$ cat config.mk
export PLATFORM = sky130hd
export DESIGN_NAME = cbz_sum
export DESIGN_NICKNAME = d
export VERILOG_FILES = /design/src/hw/rtl/cbz_pkg.sv /design/src/hw/rtl/cbz_sum.sv
export SDC_FILE = /design/constraint.sdc
export NUM_CORES = 2
export LEC_CHECK = 0
export BUFFER_PORTS_ARGS = -buffer_cell sky130_fd_sc_hd__buf_2
export CAP_MARGIN = 20
export CORE_AREA = 2 2 645 647
export DETAILED_ROUTE_END_ITERATION = 16
export DIE_AREA = 0 0 647 649
export SLEW_MARGIN = 20
export SYNTH_ARGS = -nofsm -noshare
export SYNTH_HDL_FRONTEND = slang
export SYNTH_SLANG_ARGS = --single-unit
export TNS_END_PERCENT = 100
$ cat constraint.sdc
create_clock -name clock -period 23.4 [get_ports clock]
set_clock_uncertainty 0.1 [all_clocks]
set_input_delay 2.34 -clock clock [delete_from_list [all_inputs] [get_ports clock]]
set_output_delay 2.34 -clock clock [all_outputs]
set_load 0.01 [all_outputs]
$ cat src/hw/rtl/cbz_pkg.sv
// ----------------------------------------------------------------------------
// cbz_pkg: shared types and constants for the cubic Bezier evaluator
// Fixed-point widths, weight split points and the stage payload structs.
// ----------------------------------------------------------------------------
package cbz_pkg;

   localparam int COORD_WIDTH  = 32;
   localparam int T_FRAC_BITS  = 16;

   localparam int T_WIDTH      = T_FRAC_BITS + 1;
   localparam int SQ_WIDTH     = 2 * T_FRAC_BITS + 1;
   localparam int WT_WIDTH     = 3 * T_FRAC_BITS + 1;
   localparam int WLO_WIDTH    = (WT_WIDTH + 1) / 2;
   localparam int WHI_WIDTH    = WT_WIDTH - WLO_WIDTH;
   localparam int DIFF_WIDTH   = COORD_WIDTH + 1;

   localparam int PLO_WIDTH    = COORD_WIDTH + WLO_WIDTH + 1;
   localparam int PHI_WIDTH    = COORD_WIDTH + WHI_WIDTH + 1;
   localparam int SLP_WIDTH    = DIFF_WIDTH + SQ_WIDTH + 1;

   localparam int LO_SUM_WIDTH = PLO_WIDTH + 2;
   localparam int HI_SUM_WIDTH = PHI_WIDTH + 2;
   localparam int SL_SUM_WIDTH = SLP_WIDTH + 2;

   localparam int PT_ACC_WIDTH = HI_SUM_WIDTH + WLO_WIDTH + 1;
   localparam int SL_ACC_WIDTH = SL_SUM_WIDTH + 3;

   localparam int PT_SHIFT     = 3 * T_FRAC_BITS;
   localparam int SL_SHIFT     = 2 * T_FRAC_BITS;
   localparam int PT_RND_WIDTH = PT_ACC_WIDTH - PT_SHIFT;
   localparam int SL_RND_WIDTH = SL_ACC_WIDTH - SL_SHIFT;

   localparam logic [T_WIDTH-1:0] T_ONE = T_WIDTH'(1) << T_FRAC_BITS;

   // one half in the final scale, added ahead of the floor shift
   localparam logic [PT_ACC_WIDTH-1:0] PT_HALF = PT_ACC_WIDTH'(1) << (PT_SHIFT - 1);
   localparam logic [SL_ACC_WIDTH-1:0] SL_HALF = SL_ACC_WIDTH'(1) << (SL_SHIFT - 1);

   typedef logic signed [COORD_WIDTH-1:0] coord_type;
   typedef logic signed [DIFF_WIDTH-1:0]  diff_type;
   typedef logic signed [PLO_WIDTH-1:0]   plo_type;
   typedef logic signed [PHI_WIDTH-1:0]   phi_type;
   typedef logic signed [SLP_WIDTH-1:0]   slp_type;

   localparam coord_type COORD_MAX = {1'b0, {(COORD_WIDTH - 1){1'b1}}};
   localparam coord_type COORD_MIN = {1'b1, {(COORD_WIDTH - 1){1'b0}}};

   // control points, tangent differences and Bernstein weights
   typedef struct packed {
      coord_type [3:0]                px;
      coord_type [3:0]                py;
      diff_type  [2:0]                dx;
      diff_type  [2:0]                dy;
      logic      [3:0][WT_WIDTH-1:0]  wpt;
      logic      [2:0][SQ_WIDTH-1:0]  wsl;
   } weights_type;

   // partial products: point weights split in a low and a high half
   typedef struct packed {
      plo_type [3:0] lo_x;
      plo_type [3:0] lo_y;
      phi_type [3:0] hi_x;
      phi_type [3:0] hi_y;
      slp_type [2:0] sl_x;
      slp_type [2:0] sl_y;
   } products_type;

   // exact sums with the rounding half already added
   typedef struct packed {
      logic signed [PT_ACC_WIDTH-1:0] pt_x;
      logic signed [PT_ACC_WIDTH-1:0] pt_y;
      logic signed [SL_ACC_WIDTH-1:0] sl_x;
      logic signed [SL_ACC_WIDTH-1:0] sl_y;
   } acc_type;

   typedef struct packed {
      coord_type point_x;
      coord_type point_y;
      coord_type slope_x;
      coord_type slope_y;
   } result_type;

endpackage

$ cat src/hw/rtl/cbz_sum.sv
// ----------------------------------------------------------------------------
// cbz_sum: exact accumulation of the partial products
// Two register stages: per-half sums, then recombine and add the half.
// ----------------------------------------------------------------------------
module cbz_sum (
   input  logic                  clock,
   input  logic                  reset,
   input  logic                  in_valid,
   output logic                  in_ready,
   input  cbz_pkg::products_type in_data,
   output logic                  out_valid,
   input  logic                  out_ready,
   output cbz_pkg::acc_type      out_data
);
   import cbz_pkg::*;

   typedef struct packed {
      logic signed [LO_SUM_WIDTH-1:0] lo_x;
      logic signed [LO_SUM_WIDTH-1:0] lo_y;
      logic signed [HI_SUM_WIDTH-1:0] hi_x;
      logic signed [HI_SUM_WIDTH-1:0] hi_y;
      logic signed [SL_SUM_WIDTH-1:0] sl_x;
      logic signed [SL_SUM_WIDTH-1:0] sl_y;
   } sums_type;

   sums_type                       sm_in;
   sums_type                       sm_ff;
   acc_type                        ac_in;
   acc_type                        ac_ff;
   logic                           sm_valid_ff;
   logic                           ac_valid_ff;
   logic                           sm_load;
   logic                           ac_load;
   logic signed [SL_ACC_WIDTH-1:0] sl_wx;
   logic signed [SL_ACC_WIDTH-1:0] sl_wy;

   assign ac_load   = !ac_valid_ff || out_ready;
   assign sm_load   = !sm_valid_ff || ac_load;
   assign in_ready  = sm_load;
   assign out_valid = ac_valid_ff;
   assign out_data  = ac_ff;

   always_comb begin
      sm_in = '0;
      for (int i = 0; i < 4; i++) begin
         sm_in.lo_x = sm_in.lo_x + LO_SUM_WIDTH'($signed(in_data.lo_x[i]));
         sm_in.lo_y = sm_in.lo_y + LO_SUM_WIDTH'($signed(in_data.lo_y[i]));
         sm_in.hi_x = sm_in.hi_x + HI_SUM_WIDTH'($signed(in_data.hi_x[i]));
         sm_in.hi_y = sm_in.hi_y + HI_SUM_WIDTH'($signed(in_data.hi_y[i]));
      end
      for (int i = 0; i < 3; i++) begin
         sm_in.sl_x = sm_in.sl_x + SL_SUM_WIDTH'($signed(in_data.sl_x[i]));
         sm_in.sl_y = sm_in.sl_y + SL_SUM_WIDTH'($signed(in_data.sl_y[i]));
      end
   end

   // recombine the two halves, scale the tangent by three, add one half
   always_comb begin
      sl_wx = SL_ACC_WIDTH'($signed(sm_ff.sl_x));
      sl_wy = SL_ACC_WIDTH'($signed(sm_ff.sl_y));
      ac_in.pt_x = PT_ACC_WIDTH'($signed(sm_ff.lo_x))
                 + (PT_ACC_WIDTH'($signed(sm_ff.hi_x)) <<< WLO_WIDTH)
                 + $signed(PT_HALF);
      ac_in.pt_y = PT_ACC_WIDTH'($signed(sm_ff.lo_y))
                 + (PT_ACC_WIDTH'($signed(sm_ff.hi_y)) <<< WLO_WIDTH)
                 + $signed(PT_HALF);
      ac_in.sl_x = sl_wx + (sl_wx <<< 1) + $signed(SL_HALF);
      ac_in.sl_y = sl_wy + (sl_wy <<< 1) + $signed(SL_HALF);
   end

   always_ff @(posedge clock) begin
      if (reset) begin
         sm_valid_ff <= 1'b0;
         ac_valid_ff <= 1'b0;
      end else begin
         if (sm_load) begin
            sm_valid_ff <= in_valid;
         end
         if (ac_load) begin
            ac_valid_ff <= sm_valid_ff;
         end
      end
   end

   always_ff @(posedge clock) begin
      if (sm_load && in_valid) begin
         sm_ff <= sm_in;
      end
      if (ac_load && sm_valid_ff) begin
         ac_ff <= ac_in;
      end
   end

endmodule

### After elaboration in Yosys (flattened, before gate mapping)

Cells that the tools add are included.

* register bits: 692
* bits of input ports: 1326
* output and inout port bits: 316

* $add $sub $neg: 24
* reductions and logical operators: 6

Operators by type and width (count)
* $add A60 B84 Y85: 2
* $add A85 B49 Y85 const B: 2
* $add A71 B33 Y72 const B: 2
* $add A69 B70 Y71: 2
* $add A68 B67 Y69: 2
* $add A67 B67 Y68: 2
* $add A59 B58 Y60: 2
* $add A60 B58 Y60: 2
* $add A58 B57 Y59: 2
* $add A58 B58 Y59: 2
* $add A59 B57 Y59: 2
* $add A57 B57 Y58: 2
* $logic_and A1 B1 Y1: 2
* $logic_not A1 Y1: 2
* $logic_or A1 B1 Y1: 2

### Depth between registers and ports, before layout

* depth in word-level cells: 4
* gate-level depth with buffers: 17

### Least setup slack after synthesis

OpenSTA, ideal clock, no wires.

* path kind: input to register
* from: input port out_ready
* to: register ac_ff, in the netlist out_data[0] (enable)
* setup time: 1034 ps
* arrival time: 16258 ps
* path slack: 6008 ps
* stages: 2
* buffers on the path: 0
* cell sequence: nor2b_1 nor2b_1

* longest elaborated chain between the ends: 2

Ends and longest elaborated chain
* start: declaration: RTL line cbz_sum.sv:12 `input logic out_ready,`
* $logic_or A1 B1 Y1: RTL line cbz_sum.sv:37 `assign ac_load = !ac_valid_ff || out_ready;`
* $logic_and A1 B1 Y1: RTL line cbz_sum.sv:89 `if (ac_load && sm_valid_ff) begin`
* end signal: assignment: RTL line cbz_sum.sv:90 `ac_ff <= ac_in;`
* end: declaration: RTL line cbz_sum.sv:29 `acc_type ac_ff;`

No other way between the ends.
A chain may end at the register's enable or synchronous reset.

==> reports/results.ini <==
[cts]
clkTransAtPathRegs_ns = 0.05
htree_levels = 3
cts_setup_buffers = 0
root_buffer = clkbuf_16
clock-sinks = 692
hold_buffers = 0
insertion_delay_ns = 0.79
numCtsBuffers = 97
cts_resized = 0
cts_tree = yes
clock_path_buffers = 4

[setup_path]
crit_required_ns = 23.80
crit_arrival_ns = 7.41
cp_max_fo = 6
critPathSlowestCell = fa_1
crit_type = input pin to flop
path_cells = buf_2, inv_1, fa_1, fa_1, inv_1, ha_1, nand4_1, or2_2, a211oi_1, a211oi_4, buf_4, a2111oi_2, o31ai_2, o211ai_1, a31o_2, a41oi_1, xnor2_1
startpoint_type = input pin
endpoint_kind = flop
slowest_delay_ns = 1.03

[floorplan]
die_x_um = 647
placement_rows = 236
start_util = 0.185
die_area_sq_um = 420000
die_h_um = 649
io_pins = 1642
core_area_sq_um = 413000

[power_and_ir_drop]
p_sw_frac = 0.499
p_comb_frac = 0.668
p_switching_mw = 6.23
ir_worst_vdd_mv = 0.0747
p_total_mw = 12.5
p_leak_nw = 44.3
internal_power_mw = 6.26
seqPwrFrac = 0.215
power_density_nw_per_um2 = 133
p_clk_frac = 0.117

[yosys]
synthTopCellsByCount = inv_1, ha_1, a21oi_1, edfxtp_1, fa_1
yosys.area_share.simple = 0.0958
ys.flop_type = edfxtp_1
synth_compound_area_frac = 0.179
synth_most_common_cell = inv_1
syn_area_per_cell_sq_um = 9.38
synth_cell_types = 94
async_reset_ff_frac = 0
ys_warn_count = 0
synth_top_family_by_area = adder cells
synth_top_cell_by_area = edfxtp_1
synth_cells = 8138
synth_edf_count = 690
ys_seq_elements = 692
netlist.area_leader.share = 0.271
synth_xor_area_frac = 0.0663
synth_fa_ha_area_frac = 0.301
synth_seq_area_share = 0.272
synthMuxAreaShare = 0.000393
post_synth_instance_area_sq_um = 76400
synth_area_leaders = edfxtp_1, fa_1, ha_1
syn-num-nets = 10900

[grt]
grt_pass1_wl_mm = 491
met3_usage = 0.0282
grt_use_met2 = 0.296
grt_pass1_vias = 67000
grt_usage = 0.165
use_met1 = 0.184
grt_antenna_before_repair = 156
grt_max_degree = 69
grt_overflow = 0
top_usage_layer = met2

[timing]
setup_viol = 0
finalCritPeriodShare = 0.300
drv_slew = 0
relSlewSlack = 0.233
final_hold_viol_count = 0
min_period_ns = 7.01
rsz0062_at_grt = false
finalSetupTns_ns = 0
tightest_slew_ns = 1.14
fmax_ghz = 0.143

[route]
wire_per_inst_um = 23.4
wl_mm = 358
drc = 0
ant_nets = 0
num_vias = 66100
viasPerCell = 4.32
drt_iter0_drc = 4838
drt_pass1_iterations = 8

[placed_design]
dpl.hpwl_mm = 320
place.gp.congestion = 0.972
port_buffers = 1641

[layout]
final_util = 0.228
num-nets-final = 12500
layout-drive-gt1-share = 0.193
area_delta_synth_final_pct = 23.1

[min_path]
hold_class = flop to flop

[status]
status = completed

[flow_run]
max_cap_violations = 0

==> final cells by class <==
| type | instances | area, sq um |
|---|---|---|
| flip-flops and latches | 692 | 20800 |
| clock inverters | 64 | 598 |
| diodes | 83 | 208 |
| well taps | 5474 | 6850 |
| repair buffers | 1659 | 8350 |
| fillers | 45200 | 319000 |
| multi-input cells | 5714 | 49100 |
| inverters | 1501 | 5630 |
| clock buffers | 108 | 2490 |
==> cell usage in the layout (no fill, tap or decap), types with 337 or more instances in the layout <==
master	count
ha_1	872
edfxtp_1	690
nor2_1	337
inv_1	1500
xnor2_1	360
a21oi_1	736
o21ai_0	386
fa_1	604
buf_2	1641
a21o_1	338
nand2_1	440
==> metrics by stage <==
| stage | instances | worst slack [ns] | hold slack, ns | instance area, sq um |
|---|---|---|---|---|
| floorplan | 8138 | 6.01 | 0.300 | 76400 |
| global placement | 15000 | 15.59 | 0.300 | 90700 |
| detailed placement | 15000 | 15.57 | 0.305 | 90700 |
| CTS | 15200 | 16.41 | 0.318 | 93800 |
| global route | 15300 | 16.15 | 0.324 | 93900 |
| finish | 15300 | 16.39 | 0.317 | 94000 |
==> layer usage <==
layer,up-vias,part of all wire
li1,31300,-
met1,31800,0.38
met2,2333,0.50
met3,603,0.057
met4,44,0.061
met5,-,0.00073
==> power groups by stage <==
| stage | logic (mW) | registers (mW) | clock network [mW] |
|---|---|---|---|
| 4_1_cts | 8.38 | 2.71 | 1.52 |
| 3_5_place_dp | 8.31 | 2.72 | 0 |
| 6_report | 8.34 | 2.68 | 1.46 |
| 5_1_grt | 9.20 | 2.73 | 1.55 |
| 3_3_place_gp | 8.32 | 2.72 | 0 |
| 2_1_floorplan | 5.39 | 2.62 | 0 |
==> worst max-delay path, delay by kind of cell <==
family	cells	cell delay [ns]
AO/OA/AOI/OAI	7	1.88
XOR/XNOR	1	0.16
adder cells (fa/ha/maj)	3	2.03
buffers and inverters	4	0.49
AND/OR/NAND/NOR	2	0.46
==> state kept, by name, indices dropped and copies added (netlist names) <==
signal and count:
out_data 314, sm_ff 238, sl_wx 69, sl_wy 69, out_valid 1, sm_valid_ff 1
==> cell families after synthesis <==
kind of cell | count (synthesis)
compound gates | 2156
xor+xnor | 578
fa+ha+maj | 1476
buf+inv | 1732
flops | 692
mux | 3
simple gates | 1501
==> path summary, 6_finish.rpt <==
kind	startpoint	to	slack (ns)	depth (start not counted)
max reg2reg	sl_wx[1]	out_data[132]	18.22	13
min	sm_ff[338]	out_data[251]	0.32	0
min reg2reg	sm_ff[338]	out_data[251]	0.32	0
max	in_data[1102]	sm_ff[369]	16.39	17
No activity file was read; power rests on OpenSTA's default activity.
