[config.mk]
export PLATFORM = sky130hd
export DESIGN_NAME = cbz_round
export DESIGN_NICKNAME = d
export VERILOG_FILES = /design/src/hw/rtl/cbz_pkg.sv /design/src/hw/rtl/cbz_round.sv
export SDC_FILE = /design/constraint.sdc
export NUM_CORES = 1
export LEC_CHECK = 0
export BUFFER_PORTS_ARGS = -buffer_cell sky130_fd_sc_hd__clkbuf_2
export CAP_MARGIN = 40
export CORE_AREA = 2 2 173 175
export CTS_CLUSTER_SIZE = 30
export DETAILED_ROUTE_END_ITERATION = 6
export DIE_AREA = 0 0 175 177
export GPL_TIMING_DRIVEN = 0
export SKIP_CTS_REPAIR_TIMING = 1
export SLEW_MARGIN = 20
export SYNTH_ARGS = -nofsm -noshare
export SYNTH_HDL_FRONTEND = slang
export SYNTH_SLANG_ARGS = --single-unit
export TNS_END_PERCENT = 5
[constraint.sdc]
create_clock -name clock -period 8.7 [get_ports clock]
set_clock_uncertainty 0.2 [all_clocks]
set_input_delay 1.305 -clock clock [delete_from_list [all_inputs] [get_ports clock]]
set_output_delay 1.305 -clock clock [all_outputs]
set_load 0.01 [all_outputs]
[src/hw/rtl/cbz_pkg.sv]
// ----------------------------------------------------------------------------
// cbz_pkg: shared types and constants for the cubic Bezier evaluator
// Fixed-point widths, weight split points and the stage payload structs.
// ----------------------------------------------------------------------------
package cbz_pkg;

   localparam int COORD_WIDTH  = 32;
   localparam int T_FRAC_BITS  = 16;

   localparam int T_WIDTH      = T_FRAC_BITS + 1;
   localparam int SQ_WIDTH     = 2 * T_FRAC_BITS + 1;
   localparam int WT_WIDTH     = 3 * T_FRAC_BITS + 1;
   localparam int WLO_WIDTH    = (WT_WIDTH + 1) / 2;
   localparam int WHI_WIDTH    = WT_WIDTH - WLO_WIDTH;
   localparam int DIFF_WIDTH   = COORD_WIDTH + 1;

   localparam int PLO_WIDTH    = COORD_WIDTH + WLO_WIDTH + 1;
   localparam int PHI_WIDTH    = COORD_WIDTH + WHI_WIDTH + 1;
   localparam int SLP_WIDTH    = DIFF_WIDTH + SQ_WIDTH + 1;

   localparam int LO_SUM_WIDTH = PLO_WIDTH + 2;
   localparam int HI_SUM_WIDTH = PHI_WIDTH + 2;
   localparam int SL_SUM_WIDTH = SLP_WIDTH + 2;

   localparam int PT_ACC_WIDTH = HI_SUM_WIDTH + WLO_WIDTH + 1;
   localparam int SL_ACC_WIDTH = SL_SUM_WIDTH + 3;

   localparam int PT_SHIFT     = 3 * T_FRAC_BITS;
   localparam int SL_SHIFT     = 2 * T_FRAC_BITS;
   localparam int PT_RND_WIDTH = PT_ACC_WIDTH - PT_SHIFT;
   localparam int SL_RND_WIDTH = SL_ACC_WIDTH - SL_SHIFT;

   localparam logic [T_WIDTH-1:0] T_ONE = T_WIDTH'(1) << T_FRAC_BITS;

   // one half in the final scale, added ahead of the floor shift
   localparam logic [PT_ACC_WIDTH-1:0] PT_HALF = PT_ACC_WIDTH'(1) << (PT_SHIFT - 1);
   localparam logic [SL_ACC_WIDTH-1:0] SL_HALF = SL_ACC_WIDTH'(1) << (SL_SHIFT - 1);

   typedef logic signed [COORD_WIDTH-1:0] coord_type;
   typedef logic signed [DIFF_WIDTH-1:0]  diff_type;
   typedef logic signed [PLO_WIDTH-1:0]   plo_type;
   typedef logic signed [PHI_WIDTH-1:0]   phi_type;
   typedef logic signed [SLP_WIDTH-1:0]   slp_type;

   localparam coord_type COORD_MAX = {1'b0, {(COORD_WIDTH - 1){1'b1}}};
   localparam coord_type COORD_MIN = {1'b1, {(COORD_WIDTH - 1){1'b0}}};

   // control points, tangent differences and Bernstein weights
   typedef struct packed {
      coord_type [3:0]                px;
      coord_type [3:0]                py;
      diff_type  [2:0]                dx;
      diff_type  [2:0]                dy;
      logic      [3:0][WT_WIDTH-1:0]  wpt;
      logic      [2:0][SQ_WIDTH-1:0]  wsl;
   } weights_type;

   // partial products: point weights split in a low and a high half
   typedef struct packed {
      plo_type [3:0] lo_x;
      plo_type [3:0] lo_y;
      phi_type [3:0] hi_x;
      phi_type [3:0] hi_y;
      slp_type [2:0] sl_x;
      slp_type [2:0] sl_y;
   } products_type;

   // exact sums with the rounding half already added
   typedef struct packed {
      logic signed [PT_ACC_WIDTH-1:0] pt_x;
      logic signed [PT_ACC_WIDTH-1:0] pt_y;
      logic signed [SL_ACC_WIDTH-1:0] sl_x;
      logic signed [SL_ACC_WIDTH-1:0] sl_y;
   } acc_type;

   typedef struct packed {
      coord_type point_x;
      coord_type point_y;
      coord_type slope_x;
      coord_type slope_y;
   } result_type;

endpackage

[src/hw/rtl/cbz_round.sv]
// ----------------------------------------------------------------------------
// cbz_round: floor shift, saturation and the result register
// Last stage; holds the result beat while the consumer stalls.
// ----------------------------------------------------------------------------
module cbz_round (
   input  logic                clock,
   input  logic                reset,
   input  logic                in_valid,
   output logic                in_ready,
   input  cbz_pkg::acc_type    in_data,
   output logic                out_valid,
   input  logic                out_stall,
   output cbz_pkg::result_type out_data
);
   import cbz_pkg::*;

   result_type                          rs_in;
   result_type                          rs_ff;
   logic                                rs_valid_ff;
   logic                                rs_load;
   logic [1:0][PT_RND_WIDTH-1:0]        pt_r;
   logic [1:0][SL_RND_WIDTH-1:0]        sl_r;
   logic [1:0][PT_RND_WIDTH-COORD_WIDTH:0] pt_top;
   logic [1:0][SL_RND_WIDTH-COORD_WIDTH:0] sl_top;
   coord_type [1:0]                     pt_sat;
   coord_type [1:0]                     sl_sat;

   assign rs_load   = !rs_valid_ff || !out_stall;
   assign in_ready  = rs_load;
   assign out_valid = rs_valid_ff;
   assign out_data  = rs_ff;

   always_comb begin
      // dropping the low bits is the floor shift
      pt_r[0] = in_data.pt_x[PT_ACC_WIDTH-1:PT_SHIFT];
      pt_r[1] = in_data.pt_y[PT_ACC_WIDTH-1:PT_SHIFT];
      sl_r[0] = in_data.sl_x[SL_ACC_WIDTH-1:SL_SHIFT];
      sl_r[1] = in_data.sl_y[SL_ACC_WIDTH-1:SL_SHIFT];
      for (int a = 0; a < 2; a++) begin
         pt_top[a] = pt_r[a][PT_RND_WIDTH-1:COORD_WIDTH-1];
         sl_top[a] = sl_r[a][SL_RND_WIDTH-1:COORD_WIDTH-1];
         if ((&pt_top[a]) || !(|pt_top[a])) begin
            pt_sat[a] = pt_r[a][COORD_WIDTH-1:0];
         end else begin
            pt_sat[a] = pt_r[a][PT_RND_WIDTH-1] ? COORD_MIN : COORD_MAX;
         end
         if ((&sl_top[a]) || !(|sl_top[a])) begin
            sl_sat[a] = sl_r[a][COORD_WIDTH-1:0];
         end else begin
            sl_sat[a] = sl_r[a][SL_RND_WIDTH-1] ? COORD_MIN : COORD_MAX;
         end
      end
      rs_in.point_x = pt_sat[0];
      rs_in.point_y = pt_sat[1];
      rs_in.slope_x = sl_sat[0];
      rs_in.slope_y = sl_sat[1];
   end

   always_ff @(posedge clock) begin
      if (reset) begin
         rs_valid_ff <= 1'b0;
      end else if (rs_load) begin
         rs_valid_ff <= in_valid;
      end
   end

   always_ff @(posedge clock) begin
      if (rs_load && in_valid) begin
         rs_ff <= rs_in;
      end
   end

endmodule

Word level (Yosys, flattened, before mapping)

Index checks and enable logic that the tools add are counted.

Register bits after elaboration: 129
Output and inout port bits: 130
Word-level logic and storage cells: 33

Muxes and demuxes: 8
Reduce and logical (&&, ||, !) cells: 20

Operators by type and width:

| cell              | number |
|---|---|
| $mux 32           | 8 |
| $reduce_and 9->1  | 2 |
| $reduce_or 9->1   | 2 |
| $reduce_and 6->1  | 2 |
| $reduce_or 6->1   | 2 |
| $logic_not 1->1   | 6 |
| $logic_or 1x1->1  | 5 |
| $logic_and 1x1->1 | 1 |

Longest topological paths before layout

Gate-level depths: netlist (run 1).

Word-level depth: 4
Depth in mapped cells: 5

Worst setup path before layout (run 1)

Ideal clock, no wire load.

Path kind: input-to-reg
Start: in out_stall
End: reg rs_ff, in the netlist out_data[0] (enable)
Setup time: 0.503 ns
Data arrival time: 4.401 ns
Setup slack: 3.596 ns
Stages: 2
Path through: nand2_1 -> and2_1

Longest elaborated chain between the ends: 3

Ends and longest elaborated chain:

| element              | line            | RTL |
|---|---|---|
| start, declared      | cbz_round.sv:12 | `input logic out_stall,` |
| $logic_not 1->1      | cbz_round.sv:28 | `assign rs_load = !rs_valid_ff \|\| !out_stall;` |
| $logic_or 1x1->1     | cbz_round.sv:28 |  |
| $logic_and 1x1->1    | cbz_round.sv:68 | `if (rs_load && in_valid) begin` |
| end signal, assigned | cbz_round.sv:69 | `rs_ff <= rs_in;` |
| end, declared        | cbz_round.sv:18 | `result_type rs_ff;` |

No other way between the ends.
A chain may end at the register's enable or synchronous reset.

Worst setup path in the final report (run 1)

Start: in out_stall
End: out in_ready

Longest elaborated chain between the ends: 2

Ends and longest elaborated chain:

| element          | line            | RTL |
|---|---|---|
| $logic_not 1->1  | cbz_round.sv:28 |  |
| $logic_or 1x1->1 | cbz_round.sv:28 |  |
| end, declared    | cbz_round.sv:9  | `output logic in_ready,` |

No other way between the ends.

==> results.cfg, run 1 <==
[logic_synthesis]
async_reset_ff_share_pct = 0
synth_cell_type_count = 23
synth_area_leaders = edfxtp_1 (69%), a2bb2oi_1 (9.7%), nand3_1 (5.7%), o21a_1 (4.2%), a21o_1 (4.0%)
yosys.area.top_type_share_pct = 68.99
netlist_area_um2 = 5572
yosys.area.top_type = edfxtp_1
syn_inst = 385
seq_area_frac_synth_pct = 69.35
yosys_warnings = 0
synth_edf_count = 128
synth_flop_cell = edfxtp_1
ys_ff_latch = 129
synth_common_cells = edfxtp_1 (128), nand3_1 (63), a2bb2oi_1 (62)
syn_area_per_cell_um2 = 14.47
synth_fp_nets = 703
synth_most_common_cell = edfxtp_1

[routing]
drtIter0Drc = 177
vias = 4528
wirelength_um = 18870
dr.pass1.iters = 4
post_drt_via_cell_ratio = 4.131
route.detailed.drc = 0
wl_per_cell_um = 17.21
ant_nets = 0

[sta]
slew_violations = 0
fin_crit_ns = 3.110
hold_viol = 0
worst_pin_slew_ns = 0.5858
rsz0062_at_grt = false
setup_tns_ns = 0
setup_viol = 0
fin_ws_ns = 5.590
fin_crit_sh_pct = 35.75
max-slew-margin-rel_pct = 60.95
max_freq_ghz = 0.3215

[die]
die_w_um = 175
initial_core_util_pct = 19.05
rows = 63
die_area_um2 = 30980
die_h_um = 177
io_pins = 448
core-area_um2 = 29240

[place]
gp_congestion = 0.7501
dp_hpwl_um = 14590
port_buffers = 287
dp_slack_ns = 5.504

[grt]
antenna_found_initial = 2
grt_pass1_vias = 4577
gr-usage-all-layers_pct = 11.99
grt_start_max_net_pins = 59
grt_pass1_wl_um = 27350
overflow = 0

[worst_setup_path]
cp.arrival_ns = 1.61
cp-start-kind = input pin
cpMaxStageDelayCell = clkbuf_2
cp_max_fo = 2
crit_type = input pin to primary output
path_common_cell = clkbuf_2
crit_chain = clkbuf_2, nand2_1, clkbuf_2
cpPeakStageDelay_ns = 0.13
cp-end-kind = primary output
cp.required_ns = 7.19

[cts]
h-tree-depth = 4
cts-buffers-inserted = 17
clock_sinks = 129
root_buffer = clkbuf_16
clockBufferDepth = 2
cts_tree = done
clk_latency_ns = 0.41
clkTransAtPathRegs_ns = 0.07

[layout]
antenna_cells = 0
layout-drive-gt1-share_pct = 49.01
fill_cells = 3050
final_nets = 1011
areaGrowthSynthToFinish_pct = 46.19

[power_and_ir_drop]
p_leak_nw = 3.496
internal_power_mw = 1.245
net-switching-power_mw = 0.4246
peakVddDrop_uv = 84.87
p_clk_share_pct = 44.5
seqPwrFrac_pct = 44.5
switching_share_pct = 25.44
power_density_nw_per_um2 = 204.9
pwr-share-comb_pct = 11.0

[hold_path]
hold_path_class = flip-flop to flip-flop

[job]
cap_violations = 0

[outcome]
status = completed
-- cell usage in the layout, fill, tap and decap left out, drive strengths merged --
master    synthesis  final
a21o             31     31
a21oi             2      2
a221oi            1      1
a22o              1      1
a2bb2oi          62     62
and2              2      2
and4              5      5
buf              19     21
bufinv            0      2
clkbuf           25    329
clkinv            0      6
clkinvlp          0      1
dfxtp             1      1
edfxtp          128    128
inv               0      6
nand2             4      4
nand3            63     63
nor2              3      3
nor3              1      1
nor4              5      5
o21a             31     31
o21ai             1      1
-- critical path, delay by kind of cell --
family                 cells  cell delay [ns]
and+or+nand+nor            1             0.08
buffers and inverters      2             0.22
-- final timing paths --
check / start / end / slack (ns) / depth (start not counted)
setup / recovery: out_stall / in_ready / 5.59 / 3
hold / removal: out_valid / out_valid / 0.33 / 2
setup reg to reg: out_valid / out_data[70] / 6.62 / 4
hold reg to reg: out_valid / out_valid / 0.33 / 2
-- registers in the layout, indices dropped and copies added, names as in the netlist --
register and cells:
out_data 128, out_valid 1
-- cell families after synthesis --
logic type	count (synthesis)	share of synthesized area, %
compound gates	129	18.84
buf+inv	44	3.862
simple gates	83	7.949
flops	129	69.35
-- per-layer routing --
metal	part of all wire (%)	vias up	track usage, %
met4	0.97	2	3.854
met1	44	2144	15.26
met2	46	211	19.29
met5	0.095	-	0
li1	-	2160	-
met3	8.3	11	3.887
-- power groups by stage --
stage / registers, mW / clock network [mW] / logic (mW)
after CTS: 0.743 / 0.771 / 0.186
final: 0.743 / 0.743 / 0.183
after detailed placement: 0.757 / 0 / 0.186
after global routing: 0.746 / 0.796 / 0.200
after floorplan: 0.780 / 0 / 0.0592
after global placement: 0.762 / 0 / 0.181
-- cell type report --
cell class | count | area [um2] | share of cell area (%)
plain buffers | 44 | 215.2 | 2.642
flip-flops and latches | 129 | 3864 | 47.43
multi-input cells | 212 | 1495 | 18.36
well taps | 390 | 488.0 | 5.991
clock inverters | 15 | 173.9 | 2.135
repair buffers | 289 | 1484 | 18.22
clock buffers | 17 | 425.4 | 5.223
-- metrics by stage --
| stage | hold WS [ns] | power, mW | instance area [um2] | cells | util [%] |
|---|---|---|---|---|---|
| CTS | 0.3315 | 1.701 | 8145 | 1096 | 27.85 |
| global placement | 0.2965 | 0.9426 | 7496 | 1062 | 25.63 |
| floorplan | 0.3371 | 0.8391 | 5572 | 385 | - |
| detailed placement | 0.3166 | 0.9423 | 7546 | 1064 | 25.80 |
| global route | 0.3650 | 1.743 | 8145 | 1096 | 27.85 |
| finish | 0.3260 | 1.669 | 8145 | 1096 | 27.85 |
No activity file was read; power rests on OpenSTA's default activity.
==> inputs of run 2 (changes only) <==
--- a/config.mk
+++ b/config.mk
@@ -5,12 +5,13 @@
 export SDC_FILE = /design/constraint.sdc
 export NUM_CORES = 1
 export LEC_CHECK = 0
+export ABC_AREA = 1
 export BUFFER_PORTS_ARGS = -buffer_cell sky130_fd_sc_hd__clkbuf_2
 export CAP_MARGIN = 40
-export CORE_AREA = 2 2 173 175
+export CORE_AREA = 2 2 174 176
 export CTS_CLUSTER_SIZE = 30
 export DETAILED_ROUTE_END_ITERATION = 6
-export DIE_AREA = 0 0 175 177
+export DIE_AREA = 0 0 176 178
 export GPL_TIMING_DRIVEN = 0
 export SKIP_CTS_REPAIR_TIMING = 1
 export SLEW_MARGIN = 20
==> constraint.sdc (replaced) <==
create_clock -name clock -period 2.65 [get_ports clock]
set_clock_uncertainty 0.2 [all_clocks]
set_input_delay 0.3975 -clock clock [delete_from_list [all_inputs] [get_ports clock]]
set_output_delay 0.3975 -clock clock [all_outputs]
set_load 0.01 [all_outputs]
==> run 2 against run 1 <==
- sequential power grew to 3.3 times the previous value
- hold slack lost 0.29 ns
- worst setup slack lost 4.8 ns
- non-clock buffer count shrank 10
- register-to-register slack lost 5.9 ns
- synthesized area shrank 4.8%
- synthesized cell count grew 20%
- critical path type is now flip-flop to flip-flop
- via count shrank 3.6%
==> results.cfg, run 2 <==
[outcome]
status = completed

[routing]
vias = 4367
route.detailed.drc = 0
post_drt_via_cell_ratio = 3.701
wirelength_um = 16980
wl_per_cell_um = 14.39
drtIter0Drc = 127
dr.pass1.iters = 5
ant_nets = 0

[cts]
cts-buffers-inserted = 17
clk_latency_ns = 0.41
clock_sinks = 129
clockBufferDepth = 2
clkTransAtPathRegs_ns = 0.06
cts_tree = done
h-tree-depth = 4
root_buffer = clkbuf_16

[grt]
grt_pass1_vias = 4374
gr-usage-all-layers_pct = 10.71
grt_pass1_wl_um = 24590
overflow = 0
grt_start_max_net_pins = 26
antenna_found_initial = 1

[logic_synthesis]
yosys_warnings = 0
synth_flop_cell = edfxtp_1
yosys.area.top_type_share_pct = 72.49
ys_ff_latch = 129
syn_area_per_cell_um2 = 11.45
synth_area_leaders = edfxtp_1 (72%), nand2_1 (19%), buf_6 (2.5%), nor2_1 (1.2%), buf_4 (0.85%)
synth_cell_type_count = 18
synth_fp_nets = 781
seq_area_frac_synth_pct = 72.86
async_reset_ff_share_pct = 0
synth_most_common_cell = nand2_1
syn_inst = 463
netlist_area_um2 = 5303
synth_common_cells = nand2_1 (264), edfxtp_1 (128), nor2_1 (17)
synth_edf_count = 128
yosys.area.top_type = edfxtp_1

[power_and_ir_drop]
peakVddDrop_uv = 353.4
net-switching-power_mw = 1.350
p_clk_share_pct = 43.6
internal_power_mw = 3.963
pwr-share-comb_pct = 10.6
p_leak_nw = 3.627
switching_share_pct = 25.41
seqPwrFrac_pct = 45.8
power_density_nw_per_um2 = 662.8

[worst_setup_path]
cp_max_fo = 21
cp.arrival_ns = 1.82
cp-start-kind = flip-flop
cp.required_ns = 2.57
crit_type = flip-flop to flip-flop
cp-end-kind = flip-flop

[place]
placed_area_um2 = 7435
gp_congestion = 0.7964
port_buffers = 287
dp_slack_ns = 0.5245
placed_cells = 1147
dp_hpwl_um = 13710

[sta]
fin_hold_ws_ns = 0.04059
fin_crit_ns = 1.904
rsz0062_at_grt = false
setup_viol = 0
hold_viol = 0
fin_crit_sh_pct = 71.83
worst_pin_slew_ns = 0.5798
max_freq_ghz = 0.5253
slew_violations = 0
setup_tns_ns = 0
fin_ws_ns = 0.7464
max-slew-margin-rel_pct = 61.26

[die]
die_w_um = 176
initial_core_util_pct = 18.03
die_h_um = 178
io_pins = 448
core-area_um2 = 29400
die_area_um2 = 31330
rows = 63

[layout]
layout_commonest_cell = clkbuf_2
areaGrowthSynthToFinish_pct = 51.18
finalNonFillerCells = 1180
regArea_um2 = 3865
largest_register_ff_count = 128
final_cell_area_um2 = 8016
final_cell_mix = clkbuf_2 (287), nand2_1 (264), edfxtp_1 (128), nor2_1 (17), clkbuf_16 (17)
fill_cells = 3143
antenna_cells = 0
final_nets = 1095
layout-drive-gt1-share_pct = 45.44
multi_input_area_um2 = 1210

[job]
cap_violations = 0

[hold_path]
hold_path_class = input pin to flip-flop
run 2: changes by cell type after synthesis, sizes merged, moves of 14 or more:
cell / change
nand2: +264
a2bb2oi: -62
o21a: -31
a21o: -31
nor2: +14
clkbuf: -21
nand3: -55
run 2: area by class of cell:
cell class / instances / area share, %
timing repair buffer: 295 / 20.45
buffer: 28 / 2.809
clock buffer: 17 / 5.307
sequential: 129 / 48.21
multi-input combinational: 302 / 15.09
inverter: 4 / 0.2185
tap: 390 / 6.087
clock inverter: 15 / 1.826
run 2: critical path, cell delays in order, from the launching register on:
cell and delay (ns):
dfxtp_2 0.34, a21oi_4 0.49, buf_16 0.22, buf_16 0.16, buf_16 0.17
run 2: layer usage:
layer | share of wire [%] | GRT usage [%] | vias up
met4 | 0.86 | 2.617 | 2
met1 | 41 | 12.10 | 1995
met2 | 48 | 18.01 | 208
met5 | 0.041 | 0 | -
li1 | - | - | 2151
met3 | 10 | 5.435 | 11
run 2: worst paths after layout:
path / startpoint / to / cells after the start / slack (ns)
max: out_valid / out_data[42] / 4 / 0.75
min: in_valid / out_valid / 3 / 0.04
max reg2reg: out_valid / out_data[42] / 4 / 0.75
min reg2reg: out_valid / out_valid / 2 / 0.31
run 2: logic make-up (layout without fill, tap and decap cells):
| kind of cell | count (synthesis) | in the layout | synth area share (%) |
|---|---|---|---|
| compound gates | 2 | 2 | 0.1888 |
| buf+inv | 32 | 359 | 4.530 |
| simple gates | 300 | 300 | 22.42 |
| flops | 129 | 129 | 72.86 |
run 2: stage by stage:
stage,total power [mW],util [%]
final,5.314,27.27
after global routing,5.564,27.27
after CTS,5.421,27.23
after detailed placement,3.051,25.29
after global placement,3.010,24.63
after floorplan,2.692,-
run 2: power groups by stage:
stage	Combinational (mW)	Sequential (mW)	Clock, mW
after floorplan	0.142	2.55	0
after global placement	0.523	2.49	0
after detailed placement	0.573	2.48	0
after CTS	0.574	2.44	2.41
after global routing	0.621	2.44	2.50
final	0.563	2.43	2.32
